--- src/rtl/sdsh_pkg.sv ---
// Package for the SD card SPI host sequencer: phase codes, input modes,
// register indexes, command codes and the command frame builder.
// No dependencies.
`timescale 1ns / 1ps

package sdsh_pkg;

    localparam int BLOCK_BYTES    = 512;
    localparam int RESPONSE_POLLS = 32;
    localparam int WAKE_BYTES     = 10;

    localparam int CFG_ADDR_W = 4;
    localparam int CFG_DATA_W = 32;

    localparam logic [7:0] BYTE_IDLE   = 8'hFF;
    localparam logic [7:0] TOKEN_START = 8'hFE;
    localparam logic [7:0] CMD_MARK    = 8'h40;
    localparam logic [7:0] R1_IDLE     = 8'h01;
    localparam logic [7:0] CRC_CMD0    = 8'h95;
    localparam logic [7:0] CRC_CMD8    = 8'h87;
    localparam logic [7:0] CRC_DUMMY   = 8'h01;
    localparam logic [31:0] ARG_CMD8   = 32'h0000_01AA;
    localparam logic [31:0] ARG_ACMD41 = 32'h4000_0000;

    localparam logic [5:0] CODE_CMD0  = 6'd0;
    localparam logic [5:0] CODE_CMD8  = 6'd8;
    localparam logic [5:0] CODE_CMD12 = 6'd12;
    localparam logic [5:0] CODE_CMD17 = 6'd17;
    localparam logic [5:0] CODE_CMD18 = 6'd18;
    localparam logic [5:0] CODE_CMD41 = 6'd41;
    localparam logic [5:0] CODE_CMD55 = 6'd55;
    localparam logic [5:0] CODE_CMD58 = 6'd58;

    typedef enum logic [1:0] {
        MODE_INIT = 2'd0,
        MODE_READ = 2'd1,
        MODE_BYTE = 2'd2,
        MODE_NONE = 2'd3
    } mode_t;

    typedef enum logic [1:0] {
        REG_CMD0_LIMIT  = 2'd0,
        REG_OP_LIMIT    = 2'd1,
        REG_TOKEN_LIMIT = 2'd2,
        REG_NONE        = 2'd3
    } reg_index_t;

    typedef enum logic [1:0] {
        CARD_UNKNOWN = 2'd0,
        CARD_V2_SC   = 2'd1,
        CARD_V2_HC   = 2'd2
    } card_kind_t;

    typedef enum logic [4:0] {
        PH_IDLE       = 5'd0,
        PH_WAKE       = 5'd1,
        PH_CMD0       = 5'd2,
        PH_CMD8       = 5'd3,
        PH_CMD55      = 5'd4,
        PH_CMD41      = 5'd5,
        PH_CMD58      = 5'd6,
        PH_CMD17      = 5'd7,
        PH_CMD18      = 5'd8,
        PH_CMD12      = 5'd9,
        PH_CMD0_DESEL = 5'd10,
        PH_OCR        = 5'd11,
        PH_OCR_DESEL  = 5'd12,
        PH_INIT_END   = 5'd13,
        PH_TOKEN      = 5'd14,
        PH_DATA       = 5'd15,
        PH_CRC        = 5'd16,
        PH_READ_END   = 5'd17
    } phase_t;

    function automatic logic [7:0] frame_byte(
        input phase_t      ph,
        input logic [2:0]  idx,
        input logic [31:0] addr
    );
        logic [5:0]  code;
        logic [31:0] arg;
        logic [7:0]  crc;
        code = CODE_CMD12;
        arg  = '0;
        crc  = CRC_DUMMY;
        unique case (ph)
            PH_CMD0:
            begin
                code = CODE_CMD0;
                crc  = CRC_CMD0;
            end
            PH_CMD8:
            begin
                code = CODE_CMD8;
                arg  = ARG_CMD8;
                crc  = CRC_CMD8;
            end
            PH_CMD55: code = CODE_CMD55;
            PH_CMD41:
            begin
                code = CODE_CMD41;
                arg  = ARG_ACMD41;
            end
            PH_CMD58: code = CODE_CMD58;
            PH_CMD17:
            begin
                code = CODE_CMD17;
                arg  = addr;
            end
            PH_CMD18:
            begin
                code = CODE_CMD18;
                arg  = addr;
            end
            default: code = CODE_CMD12;
        endcase
        unique case (idx)
            3'd1:    frame_byte = {2'b00, code} | CMD_MARK;
            3'd2:    frame_byte = arg[31:24];
            3'd3:    frame_byte = arg[23:16];
            3'd4:    frame_byte = arg[15:8];
            3'd5:    frame_byte = arg[7:0];
            default: frame_byte = crc;
        endcase
    endfunction

endpackage

--- src/rtl/sd_spi_host_init_and_read.sv ---
// SD card SPI-mode host sequencer: initialization and single/multi block reads.
// Depends on sdsh_pkg.
// Each result is registered and shown in the cycle after its input is accepted.
// Throughput: one transaction per cycle while in_ready is high; the next-byte
// decision is one pass of logic from the state registers into the result register.
// Reset (rst_n low, asynchronous): phase idle, counters and card state zero,
// limits back to 20 / 65534 / 65535, result register empty.
`timescale 1ns / 1ps

module sd_spi_host_init_and_read
    import sdsh_pkg::*;
(
    input  logic                  clk,
    input  logic                  rst_n,
    input  logic                  in_valid,
    output logic                  in_ready,
    input  logic [1:0]            mode,
    input  logic [31:0]           sector,
    input  logic [7:0]            block_count,
    input  logic [7:0]            rx_byte,
    output logic                  out_valid,
    input  logic                  out_ready,
    output logic                  tx_valid,
    output logic [7:0]            tx_byte,
    output logic                  chip_select,
    output logic                  data_valid,
    output logic [7:0]            data_byte,
    output logic                  done_res,
    output logic [7:0]            result_code,
    output logic [1:0]            card_type,
    output logic                  fast_clock,
    input  logic                  psel,
    input  logic                  penable,
    input  logic                  pwrite,
    input  logic [CFG_ADDR_W-1:0] paddr,
    input  logic [CFG_DATA_W-1:0] pwdata,
    output logic [CFG_DATA_W-1:0] prdata,
    output logic                  pready
);

    localparam logic [9:0] BLOCK_LAST = 10'((BLOCK_BYTES - 1) & 10'h3FF);
    localparam logic [9:0] WAKE_N     = 10'(WAKE_BYTES);
    localparam logic [15:0] POLLS_N   = 16'(RESPONSE_POLLS);

    logic [7:0]  cmd0_limit_reg;
    logic [15:0] op_limit_reg;
    logic [15:0] token_limit_reg;

    phase_t      phase_reg, phase_next;
    logic [9:0]  byte_counter_reg, byte_counter_next;
    logic [15:0] retry_counter_reg, retry_counter_next;
    logic [15:0] poll_counter_reg, poll_counter_next;
    logic [8:0]  blocks_left_reg, blocks_left_next;
    logic [1:0]  card_kind_reg, card_kind_next;
    logic [7:0]  last_response_reg, last_response_next;
    logic [31:0] byte_address_reg, byte_address_next;
    logic        init_ok_reg, init_ok_next;
    logic        op_ok_reg, op_ok_next;

    logic        out_valid_reg;
    logic        tx_valid_reg, tx_valid_next;
    logic [7:0]  tx_byte_reg, tx_byte_next;
    logic        chip_select_reg, chip_select_next;
    logic        data_valid_reg, data_valid_next;
    logic [7:0]  data_byte_reg, data_byte_next;
    logic        done_reg, done_next;
    logic [7:0]  result_code_reg, result_code_next;

    logic        in_fire;
    logic        cfg_write;
    reg_index_t  cfg_index;

    assign in_ready  = !out_valid_reg || out_ready;
    assign in_fire   = in_valid && in_ready;
    assign pready    = 1'b1;
    assign cfg_write = psel && penable && pwrite;
    assign cfg_index = reg_index_t'(paddr[3:2]);

    always_comb
    begin
        unique case (cfg_index)
            REG_CMD0_LIMIT:  prdata = {24'd0, cmd0_limit_reg};
            REG_OP_LIMIT:    prdata = {16'd0, op_limit_reg};
            REG_TOKEN_LIMIT: prdata = {16'd0, token_limit_reg};
            default:         prdata = '0;
        endcase
    end

    always_ff @(posedge clk or negedge rst_n)
    begin
        if (!rst_n)
        begin
            cmd0_limit_reg  <= 8'd20;
            op_limit_reg    <= 16'd65534;
            token_limit_reg <= 16'd65535;
        end
        else if (cfg_write)
        begin
            unique case (cfg_index)
                REG_CMD0_LIMIT:  cmd0_limit_reg  <= pwdata[7:0];
                REG_OP_LIMIT:    op_limit_reg    <= pwdata[15:0];
                REG_TOKEN_LIMIT: token_limit_reg <= pwdata[15:0];
                default:         ;
            endcase
        end
    end

    always_comb
    begin
        phase_next         = phase_reg;
        byte_counter_next  = byte_counter_reg;
        retry_counter_next = retry_counter_reg;
        poll_counter_next  = poll_counter_reg;
        blocks_left_next   = blocks_left_reg;
        card_kind_next     = card_kind_reg;
        last_response_next = last_response_reg;
        byte_address_next  = byte_address_reg;
        init_ok_next       = init_ok_reg;
        op_ok_next         = op_ok_reg;
        tx_valid_next      = 1'b0;
        tx_byte_next       = 8'd0;
        chip_select_next   = 1'b1;
        data_valid_next    = 1'b0;
        data_byte_next     = 8'd0;
        done_next          = 1'b0;
        result_code_next   = 8'd0;

        priority if (mode_t'(mode) == MODE_INIT)
        begin
            init_ok_next      = 1'b0;
            op_ok_next        = 1'b0;
            phase_next        = PH_WAKE;
            byte_counter_next = '0;
            tx_valid_next     = 1'b1;
            tx_byte_next      = BYTE_IDLE;
        end
        else if (mode_t'(mode) == MODE_READ)
        begin
            byte_address_next  = (card_kind_reg == CARD_V2_HC) ? sector : {sector[22:0], 9'd0};
            last_response_next = '0;
            byte_counter_next  = '0;
            poll_counter_next  = '0;
            tx_valid_next      = 1'b1;
            tx_byte_next       = BYTE_IDLE;
            if (block_count == 8'd1)
            begin
                blocks_left_next = '0;
                phase_next       = PH_CMD17;
            end
            else
            begin
                blocks_left_next = (block_count == 8'd0) ? 9'd256 : {1'b0, block_count};
                phase_next       = PH_CMD18;
            end
        end
        else if (mode_t'(mode) == MODE_BYTE && phase_reg != PH_IDLE)
        begin
            unique case (phase_reg)
                PH_WAKE:
                begin
                    tx_valid_next = 1'b1;
                    tx_byte_next  = BYTE_IDLE;
                    if (byte_counter_reg < WAKE_N)
                    begin
                        byte_counter_next = byte_counter_reg + 10'd1;
                    end
                    else
                    begin
                        retry_counter_next = {8'd0, cmd0_limit_reg};
                        phase_next         = PH_CMD0;
                        byte_counter_next  = '0;
                        poll_counter_next  = '0;
                    end
                end
                PH_CMD0_DESEL:
                begin
                    tx_valid_next = 1'b1;
                    tx_byte_next  = BYTE_IDLE;
                    if (last_response_reg == R1_IDLE)
                    begin
                        card_kind_next    = CARD_UNKNOWN;
                        phase_next        = PH_CMD8;
                        byte_counter_next = '0;
                        poll_counter_next = '0;
                    end
                    else if (retry_counter_reg != 16'd0)
                    begin
                        retry_counter_next = retry_counter_reg - 16'd1;
                        phase_next         = PH_CMD0;
                        byte_counter_next  = '0;
                        poll_counter_next  = '0;
                    end
                    else
                    begin
                        card_kind_next = CARD_UNKNOWN;
                        phase_next     = PH_INIT_END;
                    end
                end
                PH_OCR:
                begin
                    if (byte_counter_reg == 10'd0)
                    begin
                        last_response_next = rx_byte;
                    end
                    byte_counter_next = byte_counter_reg + 10'd1;
                    tx_valid_next     = 1'b1;
                    tx_byte_next      = BYTE_IDLE;
                    if (byte_counter_reg + 10'd1 < 10'd4)
                    begin
                        chip_select_next = 1'b0;
                    end
                    else
                    begin
                        phase_next = PH_OCR_DESEL;
                    end
                end
                PH_OCR_DESEL:
                begin
                    card_kind_next = last_response_reg[6] ? CARD_V2_HC : CARD_V2_SC;
                    phase_next     = PH_INIT_END;
                    tx_valid_next  = 1'b1;
                    tx_byte_next   = BYTE_IDLE;
                end
                PH_INIT_END:
                begin
                    init_ok_next     = 1'b1;
                    phase_next       = PH_IDLE;
                    done_next        = 1'b1;
                    result_code_next = {7'd0, op_ok_reg};
                end
                PH_TOKEN:
                begin
                    tx_valid_next = 1'b1;
                    tx_byte_next  = BYTE_IDLE;
                    if (rx_byte == TOKEN_START && poll_counter_reg != 16'd0)
                    begin
                        phase_next        = PH_DATA;
                        byte_counter_next = BLOCK_LAST;
                        chip_select_next  = 1'b0;
                    end
                    else if (poll_counter_reg == 16'd0)
                    begin
                        last_response_next = R1_IDLE;
                        if (blocks_left_reg == 9'd0)
                        begin
                            phase_next = PH_READ_END;
                        end
                        else
                        begin
                            blocks_left_next  = blocks_left_reg - 9'd1;
                            phase_next        = PH_CMD12;
                            byte_counter_next = '0;
                            poll_counter_next = '0;
                        end
                    end
                    else
                    begin
                        poll_counter_next = poll_counter_reg - 16'd1;
                        chip_select_next  = 1'b0;
                    end
                end
                PH_DATA:
                begin
                    data_valid_next  = 1'b1;
                    data_byte_next   = rx_byte;
                    tx_valid_next    = 1'b1;
                    tx_byte_next     = BYTE_IDLE;
                    chip_select_next = 1'b0;
                    if (byte_counter_reg != 10'd0)
                    begin
                        byte_counter_next = byte_counter_reg - 10'd1;
                    end
                    else
                    begin
                        phase_next        = PH_CRC;
                        byte_counter_next = '0;
                    end
                end
                PH_CRC:
                begin
                    tx_valid_next = 1'b1;
                    tx_byte_next  = BYTE_IDLE;
                    if (byte_counter_reg == 10'd0)
                    begin
                        byte_counter_next = 10'd1;
                        chip_select_next  = 1'b0;
                    end
                    else
                    begin
                        last_response_next = '0;
                        if (blocks_left_reg == 9'd0)
                        begin
                            phase_next = PH_READ_END;
                        end
                        else
                        begin
                            blocks_left_next = blocks_left_reg - 9'd1;
                            if (blocks_left_reg != 9'd1)
                            begin
                                phase_next        = PH_TOKEN;
                                poll_counter_next = token_limit_reg;
                                chip_select_next  = 1'b0;
                            end
                            else
                            begin
                                phase_next        = PH_CMD12;
                                byte_counter_next = '0;
                                poll_counter_next = '0;
                            end
                        end
                    end
                end
                PH_READ_END:
                begin
                    phase_next       = PH_IDLE;
                    done_next        = 1'b1;
                    result_code_next = last_response_reg;
                end
                PH_CMD0, PH_CMD8, PH_CMD55, PH_CMD41, PH_CMD58,
                PH_CMD17, PH_CMD18, PH_CMD12:
                begin
                    tx_valid_next = 1'b1;
                    tx_byte_next  = BYTE_IDLE;
                    priority if (byte_counter_reg < 10'd6)
                    begin
                        byte_counter_next = byte_counter_reg + 10'd1;
                        tx_byte_next      = frame_byte(phase_reg, byte_counter_next[2:0],
                                                       byte_address_reg);
                        chip_select_next  = 1'b0;
                    end
                    else if (byte_counter_reg == 10'd6)
                    begin
                        byte_counter_next = 10'd7;
                        poll_counter_next = '0;
                        chip_select_next  = 1'b0;
                    end
                    else
                    begin
                        poll_counter_next = poll_counter_reg + 16'd1;
                        if (rx_byte[7] && poll_counter_next < POLLS_N)
                        begin
                            chip_select_next = 1'b0;
                        end
                        else
                        begin
                            unique case (phase_reg)
                                PH_CMD0:
                                begin
                                    last_response_next = rx_byte;
                                    phase_next         = PH_CMD0_DESEL;
                                end
                                PH_CMD8:
                                begin
                                    if (rx_byte == R1_IDLE)
                                    begin
                                        retry_counter_next = op_limit_reg;
                                        phase_next         = PH_CMD55;
                                        byte_counter_next  = '0;
                                        poll_counter_next  = '0;
                                    end
                                    else
                                    begin
                                        phase_next = PH_INIT_END;
                                    end
                                end
                                PH_CMD55:
                                begin
                                    phase_next        = PH_CMD41;
                                    byte_counter_next = '0;
                                    poll_counter_next = '0;
                                end
                                PH_CMD41:
                                begin
                                    last_response_next = rx_byte;
                                    byte_counter_next  = '0;
                                    poll_counter_next  = '0;
                                    if (rx_byte != 8'd0 && retry_counter_reg != 16'd0)
                                    begin
                                        retry_counter_next = retry_counter_reg - 16'd1;
                                        phase_next         = PH_CMD55;
                                    end
                                    else
                                    begin
                                        op_ok_next = (rx_byte == 8'd0);
                                        phase_next = PH_CMD58;
                                    end
                                end
                                PH_CMD58:
                                begin
                                    if (rx_byte == 8'd0)
                                    begin
                                        phase_next        = PH_OCR;
                                        byte_counter_next = '0;
                                        chip_select_next  = 1'b0;
                                    end
                                    else
                                    begin
                                        phase_next = PH_INIT_END;
                                    end
                                end
                                PH_CMD17:
                                begin
                                    last_response_next = rx_byte;
                                    if (rx_byte == 8'd0)
                                    begin
                                        phase_next        = PH_TOKEN;
                                        poll_counter_next = token_limit_reg;
                                        chip_select_next  = 1'b0;
                                    end
                                    else
                                    begin
                                        phase_next = PH_READ_END;
                                    end
                                end
                                PH_CMD18:
                                begin
                                    phase_next        = PH_TOKEN;
                                    poll_counter_next = token_limit_reg;
                                    chip_select_next  = 1'b0;
                                end
                                default:
                                begin
                                    phase_next = PH_READ_END;
                                end
                            endcase
                        end
                    end
                end
                default:
                begin
                    phase_next = PH_IDLE;
                end
            endcase
        end
        else
        begin
            // hold state for an idle byte step or an unused mode
            phase_next = phase_reg;
        end
    end

    always_ff @(posedge clk or negedge rst_n)
    begin
        if (!rst_n)
        begin
            phase_reg         <= PH_IDLE;
            byte_counter_reg  <= '0;
            retry_counter_reg <= '0;
            poll_counter_reg  <= '0;
            blocks_left_reg   <= '0;
            card_kind_reg     <= CARD_UNKNOWN;
            last_response_reg <= '0;
            byte_address_reg  <= '0;
            init_ok_reg       <= 1'b0;
            op_ok_reg         <= 1'b0;
        end
        else if (in_fire)
        begin
            phase_reg         <= phase_next;
            byte_counter_reg  <= byte_counter_next;
            retry_counter_reg <= retry_counter_next;
            poll_counter_reg  <= poll_counter_next;
            blocks_left_reg   <= blocks_left_next;
            card_kind_reg     <= card_kind_next;
            last_response_reg <= last_response_next;
            byte_address_reg  <= byte_address_next;
            init_ok_reg       <= init_ok_next;
            op_ok_reg         <= op_ok_next;
        end
    end

    always_ff @(posedge clk or negedge rst_n)
    begin
        if (!rst_n)
        begin
            out_valid_reg <= 1'b0;
        end
        else if (in_fire)
        begin
            out_valid_reg <= 1'b1;
        end
        else if (out_ready)
        begin
            out_valid_reg <= 1'b0;
        end
    end

    // load result payload with each accepted transaction
    always_ff @(posedge clk)
    begin
        if (in_fire)
        begin
            tx_valid_reg    <= tx_valid_next;
            tx_byte_reg     <= tx_byte_next;
            chip_select_reg <= chip_select_next;
            data_valid_reg  <= data_valid_next;
            data_byte_reg   <= data_byte_next;
            done_reg        <= done_next;
            result_code_reg <= result_code_next;
        end
    end

    assign out_valid   = out_valid_reg;
    assign tx_valid    = tx_valid_reg;
    assign tx_byte     = tx_byte_reg;
    assign chip_select = chip_select_reg;
    assign data_valid  = data_valid_reg;
    assign data_byte   = data_byte_reg;
    assign done_res    = done_reg;
    assign result_code = result_code_reg;
    assign card_type   = card_kind_reg;
    assign fast_clock  = init_ok_reg;

endmodule

--- config.mk ---
export PLATFORM = sky130hd
export DESIGN_NAME = sd_spi_host_init_and_read
export DESIGN_NICKNAME = d
export VERILOG_FILES = /design/src/rtl/sdsh_pkg.sv /design/src/rtl/sd_spi_host_init_and_read.sv
export SDC_FILE = /design/constraint.sdc
export NUM_CORES = 1
export LEC_CHECK = 0
export BUFFER_PORTS_ARGS = -buffer_cell sky130_fd_sc_hd__buf_2
export CORE_UTILIZATION = 55
export DETAILED_ROUTE_END_ITERATION = 16
export PLACE_DENSITY = 0.77
export SYNTH_ARGS = -nofsm -noshare
export SYNTH_HDL_FRONTEND = slang
export SYNTH_SLANG_ARGS = --single-unit
--- constraint.sdc ---
create_clock -name clk -period 5 [get_ports clk]
set_input_delay 0.5 -clock clk [delete_from_list [all_inputs] [get_ports clk]]
set_output_delay 0.5 -clock clk [all_outputs]
set_load 0.01 [all_outputs]
* Yosys cells after proc, flatten, opt, wreduce, memory -nomap -nowiden
Index checks and enable logic that the tools add are counted.
Operators by class: add/sub/neg operators 6, equality and inequality tests 76, mux-type cells 137, reduce and logical (&&, ||, !) cells 58, magnitude comparators 4, bitwise gates (word level) 4
Operators with widths (number):
- $mux W16 | 24
- $mux W10 | 18
- $mux W8 | 12
- $pmux W16 S3 | 2
- $pmux W32 S3 | 1
- $pmux W16 S5 | 1
- $mux W5 | 15
- $mux W9 | 8
- $pmux W10 S7 | 1
- $pmux W16 S4 | 1
- $pmux W8 S2 | 3
- $ne A3 B3 Y1 const B | 14
- $pmux W6 S7 | 1
- $eq A5 B4 Y1 const B | 8
- $pmux W5 S8 | 1
- $pmux W8 S5 | 1
- $ne A4 B4 Y1 const B | 9
- $pmux W5 S7 | 1
- $mux W32 | 1
- $pmux W16 S2 | 1
- $pmux W8 S4 | 1
- $reduce_bool A16 Y1 | 2
- $sub A16 B1 Y16 const B | 2
- $pmux W10 S3 | 1
- other kinds (65) | 156
Word-level totals: bits of input ports 93, register bits 169

* Depth between registers and ports, before layout
Gate-level depths: netlist of the first run.
word-level depth 11, mapped depth 12

* Worst setup path after synthesis of the first run
No wires, ideal clock.
path kind register -> register, start point register byte_counter_reg[0], end point register phase_reg[0], clock period less this slack 2.910 ns, cell stages (with the launch flop) 11, arrival 2.783 ns, setup slack 2.090 ns, setup time 0.128 ns, path buffers 2, cells stage by stage dfrtp_1 -> buf_2 -> inv_1 -> ha_1 -> nor3b_1 -> nand3_1 -> nor2b_1 -> clkbuf_1 -> or4_1 -> o31ai_4 -> mux2_1
On the way: longest elaborated chain between the ends 4, elaborated cells on any way between the ends 14
Ends and longest elaborated chain:
- from (decl) | line sd_spi_host_init_and_read.sv:50 | logic [9:0] byte_counter_reg, byte_counter_next;
- from (signal assigned) | line sd_spi_host_init_and_read.sv:460 | byte_counter_reg <= byte_counter_next;
- $add A10 B1 Y10 | line sd_spi_host_init_and_read.sv:208 | if (byte_counter_reg + 10'd1 < 10'd4)
- $lt A10 B3 Y1 | line sd_spi_host_init_and_read.sv:208
- $ne A4 B4 Y1 (no line)
- $reduce_and A10 Y1 (no line) (*)
- to (signal assigned) | line sd_spi_host_init_and_read.sv:459 | phase_reg <= phase_next;
- to (decl) | line sd_spi_host_init_and_read.sv:49 | phase_t phase_reg, phase_next;
Mark *: on every way between the ends. The rest lies on a longest branch, timed or not. A chain may end at the register's enable or synchronous reset.

* Worst setup path after layout of the first run
start point register phase_reg[3], end point register byte_counter_reg[4]
On the way: longest elaborated chain between the ends 10, elaborated cells on any way between the ends 38
Ends and longest elaborated chain:
- $eq A5 B3 Y1 | line sd_spi_host_init_and_read.sv:158, sd_spi_host_init_and_read.sv:346
- $reduce_or A2 Y1 (no line)
- $pmux W10 S3 | line sd_spi_host_init_and_read.sv:346 | unique case (phase_reg)
- $mux W10 | line sd_spi_host_init_and_read.sv:340 | if (rx_byte[7] && poll_counter_next < POLLS_N)
- $mux W10 | line sd_spi_host_init_and_read.sv:331 | else if (byte_counter_reg == 10'd6)
- $mux W10 | line sd_spi_host_init_and_read.sv:324 | priority if (byte_counter_reg < 10'd6)
- $pmux W10 S7 | line sd_spi_host_init_and_read.sv:158 | unique case (phase_reg)
- $mux W10 | line sd_spi_host_init_and_read.sv:156 | else if (mode_t'(mode) == MODE_BYTE && phase_reg != PH_IDLE)
- $mux W10 | line sd_spi_host_init_and_read.sv:137 | else if (mode_t'(mode) == MODE_READ)
- $mux W10 | line sd_spi_host_init_and_read.sv:128 | priority if (mode_t'(mode) == MODE_INIT)
Several ways; a longest one is shown, not always the timed one. The select of a mux whose other input is x is not followed.

==> flow_metrics.env, run 1 <==
export IMPL_outcome="finished clean"
export IMPL_seqCellArea_sq_um=4410
export IMPL_r2r_end="byte_counter_reg[4]"
export IMPL_synth_seq_cells=169
export IMPL_ctsResizeCount=0
export IMPL_antenna_found_initial=1
export IMPL_clock_sink_count=169
export IMPL_crit_arrival_ns=4.12
export IMPL_stdcell_area_sq_um=12300
export IMPL_async_flop_share_pct=83.4
export IMPL_grt_overflow_total=0
export IMPL_fin_crit_sh_pct=75.6
export IMPL_drv_cap=0
export IMPL_gp_congestion=1.02
export IMPL_worst_pin_slew_ns=1.28
export IMPL_fp_dieW_microns=145
export IMPL_critPathRequiredTime_ns=5.34
export IMPL_dr_pass1_iters=5
export IMPL_htreeDepth=4
export IMPL_leakage_uw=0.00507
export IMPL_cts_setup_buffers=0
export IMPL_final_fill_count=1713
export IMPL_port_buffers=123
export IMPL_rsz0062_at_grt="false"
export IMPL_grt_max_degree=73
export IMPL_reg2reg_from="phase_reg[3]"
export IMPL_placed_area_sq_um=11700
export IMPL_wl_per_cell_microns=20.0
export IMPL_period_needed_ns=3.78
export IMPL_end_kind="register"
export IMPL_drtIter0Drc=1182
export IMPL_grt_pass1_wl_microns=50400
export IMPL_clockRootBuffer="clkbuf_16"
export IMPL_nets=1429
export IMPL_synth_cell_types=103
export IMPL_skew_ns=0.0137
export IMPL_final_hold_violation_count=0
export IMPL_numCtsBuffers=17
export IMPL_largest_register_ffs=32
export IMPL_yosysTopAreaCell="dfrtp_1"
export IMPL_via_per_inst=6.40
export IMPL_ir_drop_v=0.000299
export IMPL_drv_slew=0
export IMPL_cts_buffer_depth=2
export IMPL_yosysWarnings=0
export IMPL_synth_area_sq_um=11200
export IMPL_coreArea_sq_um=19700
export IMPL_num_antenna_cells=0
export IMPL_remaining_drc_errors=0
export IMPL_synth_edf_count=28
export IMPL_max_freq_mhz=265
export IMPL_grt_usage_pct=31.4
export IMPL_seq_area_frac_synth_pct=39.4
export IMPL_die_area_sq_um=20900
export IMPL_syn_area_per_cell_sq_um=8.90
export IMPL_critPathLaunch="phase_reg[3]"
export IMPL_vias=10200
export IMPL_setup_viol=0
export IMPL_io_pins=159
export IMPL_wirelength_microns=32100
export IMPL_powerDensity_nw_per_um2=502
export IMPL_antenna_left=0
export IMPL_reg2regPathDepth=8
export IMPL_slew_headroom_pct=14.2
export IMPL_crit_fanout=25
export IMPL_synth_cells=1258
export IMPL_crit_path_end="byte_counter_reg[4]"
export IMPL_first_global_vias=9400
export IMPL_cts_hold_buf=0
export IMPL_ys_top_cells_by_area="dfrtp_1 24%, dfstp_2 7.7%, edfxtp_1 7.5%, o21ai_0 6.1%, nand2_1 4.8%"
export IMPL_cts_tree="yes"
export IMPL_rows=51
export IMPL_synth_top_area_share_pct=24.1
export IMPL_fin_setup_tns_ns=0
export IMPL_fp_dieH_microns=145
export IMPL_r2r_slack_ns=1.22
export IMPL_synth_ff_type="dfrtp_1"
export IMPL_holdCritPathClass="primary input to async pin"
export IMPL_cp_start_kind="register"
export IMPL_multi_input_area_sq_um=6190
export IMPL_hpwlAfterDp_microns=22800
export IMPL_critPathKind="register to register"
export IMPL_clk_pin_slew_ns=0.07
export IMPL_initial_core_util_pct=56.8
export IMPL_drive_above_1_share_pct=21.1
export IMPL_clock_latency_ns=0.44
export IMPL_syn_to_final_growth_pct=10.1
==> area by class of cell <==
type	instances	share of cell area (%)
Inverter	23	0.700
Timing Repair Buffer	137	5.90
Tap cell	265	2.69
Clock inverter	14	1.27
Sequential cell	169	35.8
Multi-Input combinational cell	976	50.2
Clock buffer	18	3.48
==> per-stage QoR <==
step | setup slack (ns) | total power, uW | util, % | hold slack, ns | std cells
after floorplan | 2.09 | 4000 | - | 0.204 | 1273
after global placement | 1.46 | 4730 | 59.6 | 0.462 | 1570
after global routing | 1.03 | 6550 | 62.5 | 0.0927 | 1602
final | 1.22 | 6190 | 62.5 | 0.0552 | 1602
after detailed placement | 1.41 | 4800 | 59.6 | 0.470 | 1570
after CTS | 1.37 | 6120 | 62.5 | 0.0829 | 1602
==> power by group <==
part | total (uW) | switching, uW | internal [uW] | leakage [uW]
combinational | 2780 | 1760 | 1020 | 0.00273
clock | 1320 | 651 | 671 | 0.000288
sequential | 2080 | 368 | 1720 | 0.00205
total | 6190 | 2780 | 3410 | 0.00507
==> worst min-delay path by stage <==
stage                            to  slack, ns  depth (start not counted)
6_report                  out_valid       0.06                          1
5_1_grt                   out_valid       0.09                          1
4_1_cts                   out_valid       0.08                          1
3_5_place_dp    byte_address_reg[4]       0.47                          2
3_3_place_gp   byte_address_reg[22]       0.46                          2
2_1_floorplan    blocks_left_reg[0]       0.20                          0
==> cells in the mapped netlist, drive strengths merged (13+ instances only) <==
| master | n |
|---|---|
| mux2i | 42 |
| clkbuf | 57 |
| mux2 | 44 |
| and2 | 23 |
| a21oi | 59 |
| a22oi | 20 |
| buf | 48 |
| o21ai | 142 |
| nand3 | 40 |
| nor2 | 94 |
| dfrtp | 108 |
| nand2 | 142 |
| dfstp | 33 |
| nor3 | 43 |
| nand4 | 15 |
| a22o | 13 |
| or3 | 16 |
| a31oi | 14 |
| inv | 22 |
| o31ai | 14 |
| nor4 | 20 |
| a221oi | 14 |
| edfxtp | 28 |
==> cells by family after synthesis <==
group | after synthesis | synth area share [%]
compound gates | 373 | 21.7
buf+inv | 128 | 6.04
xor+xnor | 20 | 1.56
mux | 86 | 8.18
flops | 169 | 39.4
other cells | 2 | 0.0671
simple gates | 468 | 21.7
fa+ha+maj | 12 | 1.34
==> cells in the final DEF (no fill, tap or decap), types with 13 or more instances in the layout <==
cell,synthesis,final
dfrtp_1,108,108
o21ai_0,137,137
or3_1,15,15
and2_1,21,21
inv_1,22,22
nand4_1,13,13
mux2_2,40,40
nand2_1,142,141
nor4_1,15,15
dfstp_2,33,33
mux2i_1,42,42
nor3_1,42,42
clkbuf_16,0,17
nor2_1,94,94
edfxtp_1,28,28
o31ai_1,13,13
a31oi_1,14,14
a22oi_1,20,20
a21oi_1,58,58
a221oi_1,14,14
nand3_1,38,38
buf_2,9,122
buf_4,20,14
conb_1,2,17
==> worst max-delay path: stages, from the launching register on <==
cell and delay (ns):
dfrtp_1 0.85, nor3_1 0.30, a211o_1 0.49, a31oi_1 0.18, o21ai_1 0.13, a211oi_1 0.65
o21ai_2 0.45, a311o_1 0.44, a22oi_1 0.18
==> routing by layer <==
| metal | up-vias | part of all wire (%) | track usage [%] |
|---|---|---|---|
| met5 | - | 0 | 0 |
| met4 | 0 | 2.1 | 9.36 |
| met3 | 59 | 7.4 | 5.20 |
| met2 | 468 | 46 | 48.3 |
| met1 | 4949 | 45 | 45.1 |
| li1 | 4773 | - | - |
Power figures use the tool's default switching activity.
==> run 2, diff against run 1 <==
Settings changed: ABC_AREA set to 1.
Clock period 5 ns to 3.5 ns, I/O delays scaled along.
==> run 2 against run 1 <==
Critical path depth up 4. Die area increased by 6.9%. Wire length increased by 16%. Largest cell class unchanged. Largest power group unchanged. Highest routed layer unchanged.
==> flow_metrics.env, run 2 <==
export IMPL_synth_cell_types=56
export IMPL_wirelength_microns=37400
export IMPL_slew_headroom_pct=29.1
export IMPL_clock_sink_count=169
export IMPL_remaining_drc_errors=0
export IMPL_outcome="finished clean"
export IMPL_clock_latency_ns=0.44
export IMPL_critPathRequiredTime_ns=3.82
export IMPL_max_freq_mhz=333
export IMPL_coreArea_sq_um=21200
export IMPL_p_clk_share_pct=19.0
export IMPL_fp_dieH_microns=150
export IMPL_cts_buffer_depth=2
export IMPL_io_pins=159
export IMPL_cpLargestDelayFamily="simple AND/OR/NAND/NOR gates"
export IMPL_drive_above_1_share_pct=16.3
export IMPL_rsz0062_at_grt="false"
export IMPL_reg2reg_from="phase_reg[1]"
export IMPL_p_sw_uw=4960
export IMPL_hpwlAfterDp_microns=28400
export IMPL_clockRootBuffer="clkbuf_16"
export IMPL_cts_tree="yes"
export IMPL_rows=53
export IMPL_via_per_inst=5.80
export IMPL_synth_area_sq_um=12000
export IMPL_drv_cap=0
export IMPL_seq_area_frac_synth_pct=36.8
export IMPL_vias=12300
export IMPL_numCtsBuffers=17
export IMPL_gp_congestion=0.965
export IMPL_final_hold_violation_count=0
export IMPL_crit_fanout=27
export IMPL_yosysWarnings=0
export IMPL_yosysMostFrequentCell="nand2_1"
export IMPL_fin_crit_sh_pct=85.8
export IMPL_drv_slew=0
export IMPL_fin_setup_tns_ns=0
export IMPL_ir_drop_v=0.000383
export IMPL_synth_cells=1734
export IMPL_critPathLaunch="phase_reg[1]"
export IMPL_synth_common_cells="496 x nand2_1, 202 x inv_1, 148 x nor2_1, 138 x nand3_1, 127 x o21ai_0"
export IMPL_slowest_delay_ns=0.44
export IMPL_final_common_cell="nand2_1"
export IMPL_synth_seq_cells=169
export IMPL_crit_chain="nand2_1 -> inv_2 -> nand3_2 -> inv_2 -> nor2_4 -> nand3_4 -> inv_2 -> o21ai_1 -> nor3_4 -> nand2_2 -> nand2_1 -> nand2_1"
export IMPL_period_needed_ns=3.00
export IMPL_final_fill_count=1973
export IMPL_crit_arrival_ns=3.32
export IMPL_syn_to_final_growth_pct=11.4
export IMPL_cp_start_kind="register"
export IMPL_largest_register_ffs=32
export IMPL_clk_pin_slew_ns=0.08
export IMPL_grt_usage_pct=34.2
export IMPL_end_kind="register"
export IMPL_antenna_left=0
export IMPL_antenna_found_initial=0
export IMPL_swShare_pct=49.4
export IMPL_hp_start="pwdata[12]"
export IMPL_holdCritPathClass="primary input to register"
export IMPL_num_antenna_cells=0
export IMPL_worst_pin_slew_ns=1.06
export IMPL_grt_pass1_wl_microns=58800
export IMPL_cp_slowest_cell="dfrtp_1"
export IMPL_crit_buf_inv=3
export IMPL_htreeDepth=4
export IMPL_pwr_share_seq_pct=29.2
export IMPL_grt_max_degree=70
export IMPL_critPathKind="register to register"
export IMPL_first_global_vias=11000
export IMPL_async_flop_share_pct=83.4
export IMPL_ys_top_cells_by_area="dfrtp_1 23%, nand2_1 16%, dfstp_2 7.2%, edfxtp_1 7.0%, inv_1 6.3%"
export IMPL_powerDensity_nw_per_um2=753
export IMPL_die_area_sq_um=22400
export IMPL_synth_ff_type="dfrtp_1"
export IMPL_cts_setup_buffers=0
export IMPL_leakage_uw=0.00656
export IMPL_port_buffers=123
export IMPL_synth_edf_count=28
export IMPL_mostFrequentLayoutCells="496 x nand2_1, 202 x inv_1, 146 x nor2_1"
export IMPL_dr_pass1_iters=6
export IMPL_drtIter0Drc=1289
export IMPL_syn_area_per_cell_sq_um=6.91
export IMPL_fp_dieW_microns=150
export IMPL_synth_top_area_share_pct=22.6
export IMPL_nets=1940
export IMPL_p_int_uw=5080
export IMPL_setup_viol=0
export IMPL_yosysTopAreaCell="dfrtp_1"
export IMPL_skew_ns=0.0139
export IMPL_hold_ws_ns=0.142
export IMPL_grt_overflow_total=0
export IMPL_pwr_share_comb_pct=51.8
export IMPL_initial_core_util_pct=56.5
export IMPL_wl_per_cell_microns=17.6
-- run 2: cell families (layout without fill, tap and decap cells) --
group                      after synthesis  after routing  synth area share (%)
other                                    2             17                0.0627
DFF                                    169            169                  36.8
and+or+nand+nor                        925            925                  34.2
buffers and inverters                  301            400                  10.6
xor gates and xnor gates                36             36                  2.63
AOI/OAI and AO/OA                      289            289                  14.4
adders and majority gates               12             12                  1.25
-- run 2: tightest hold or removal path: cells and delay by family --
kind            cells  cell delay [ns]
buf+inv             2             0.14
compound gates      1             0.08
-- run 2: power by group through the flow --
stage	Combinational [uW]	Sequential [uW]	Clock, uW
after floorplan	3840	2800	0
after global routing	5770	2990	2020
final	5200	2940	1910
after detailed placement	5080	2950	0
after global placement	5040	2940	0
after CTS	5110	2920	1930
-- run 2: layer usage --
layer / wire, microns / GRT usage [%] / part of all wire, % / vias to the layer above
li1: - / - / - / 5875
met1: 15900 / 46.8 / 42 / 5752
met2: 17400 / 54.4 / 46 / 601
met3: 2880 / 4.63 / 7.7 / 82
met4: 1240 / 13.7 / 3.3 / 0
met5: 0 / 0 / 0 / -
-- run 2: layout make-up --
| cell class | instances | area [sq um] | share of cell area [%] |
|---|---|---|---|
| multi-input combinational | 1279 | 6370 | 47.7 |
| inverter | 227 | 855 | 6.40 |
| tap | 275 | 344 | 2.58 |
| sequential | 169 | 4410 | 33.1 |
| timing repair buffer | 141 | 772 | 5.79 |
| clock buffer | 18 | 439 | 3.29 |
| clock inverter | 14 | 154 | 1.15 |
-- run 2: per-stage QoR --
step	total power [uW]	area (sq um)	util [%]	instances	setup slack, ns
4_1_cts	9970	13300	62.9	2123	0.564
3_5_place_dp	8030	12700	60.0	2090	0.589
6_report	10000	13300	62.9	2123	0.495
2_1_floorplan	6640	12000	-	1749	0.981
5_1_grt	10800	13300	62.9	2123	0.300
3_3_place_gp	7980	12700	60.0	2090	0.670
-- run 2: path summary, 6_finish.rpt --
kind / slack, ns / cells after the start / end
setup reg to reg: 0.50 / 12 / last_response_reg[2]
min in group asynchronous: 0.48 / 2 / byte_address_reg[28]
max in group asynchronous: 2.05 / 3 / token_limit_reg[8]
hold reg to reg: 0.49 / 2 / retry_counter_reg[14]
hold / removal: 0.14 / 3 / op_limit_reg[12]
setup / recovery: 0.50 / 12 / last_response_reg[2]
-- run 2: timing repair --
action,CTS,global route
resized for setup,0,0
hold buffers,1,0
endpoints found under the hold margin,48,0
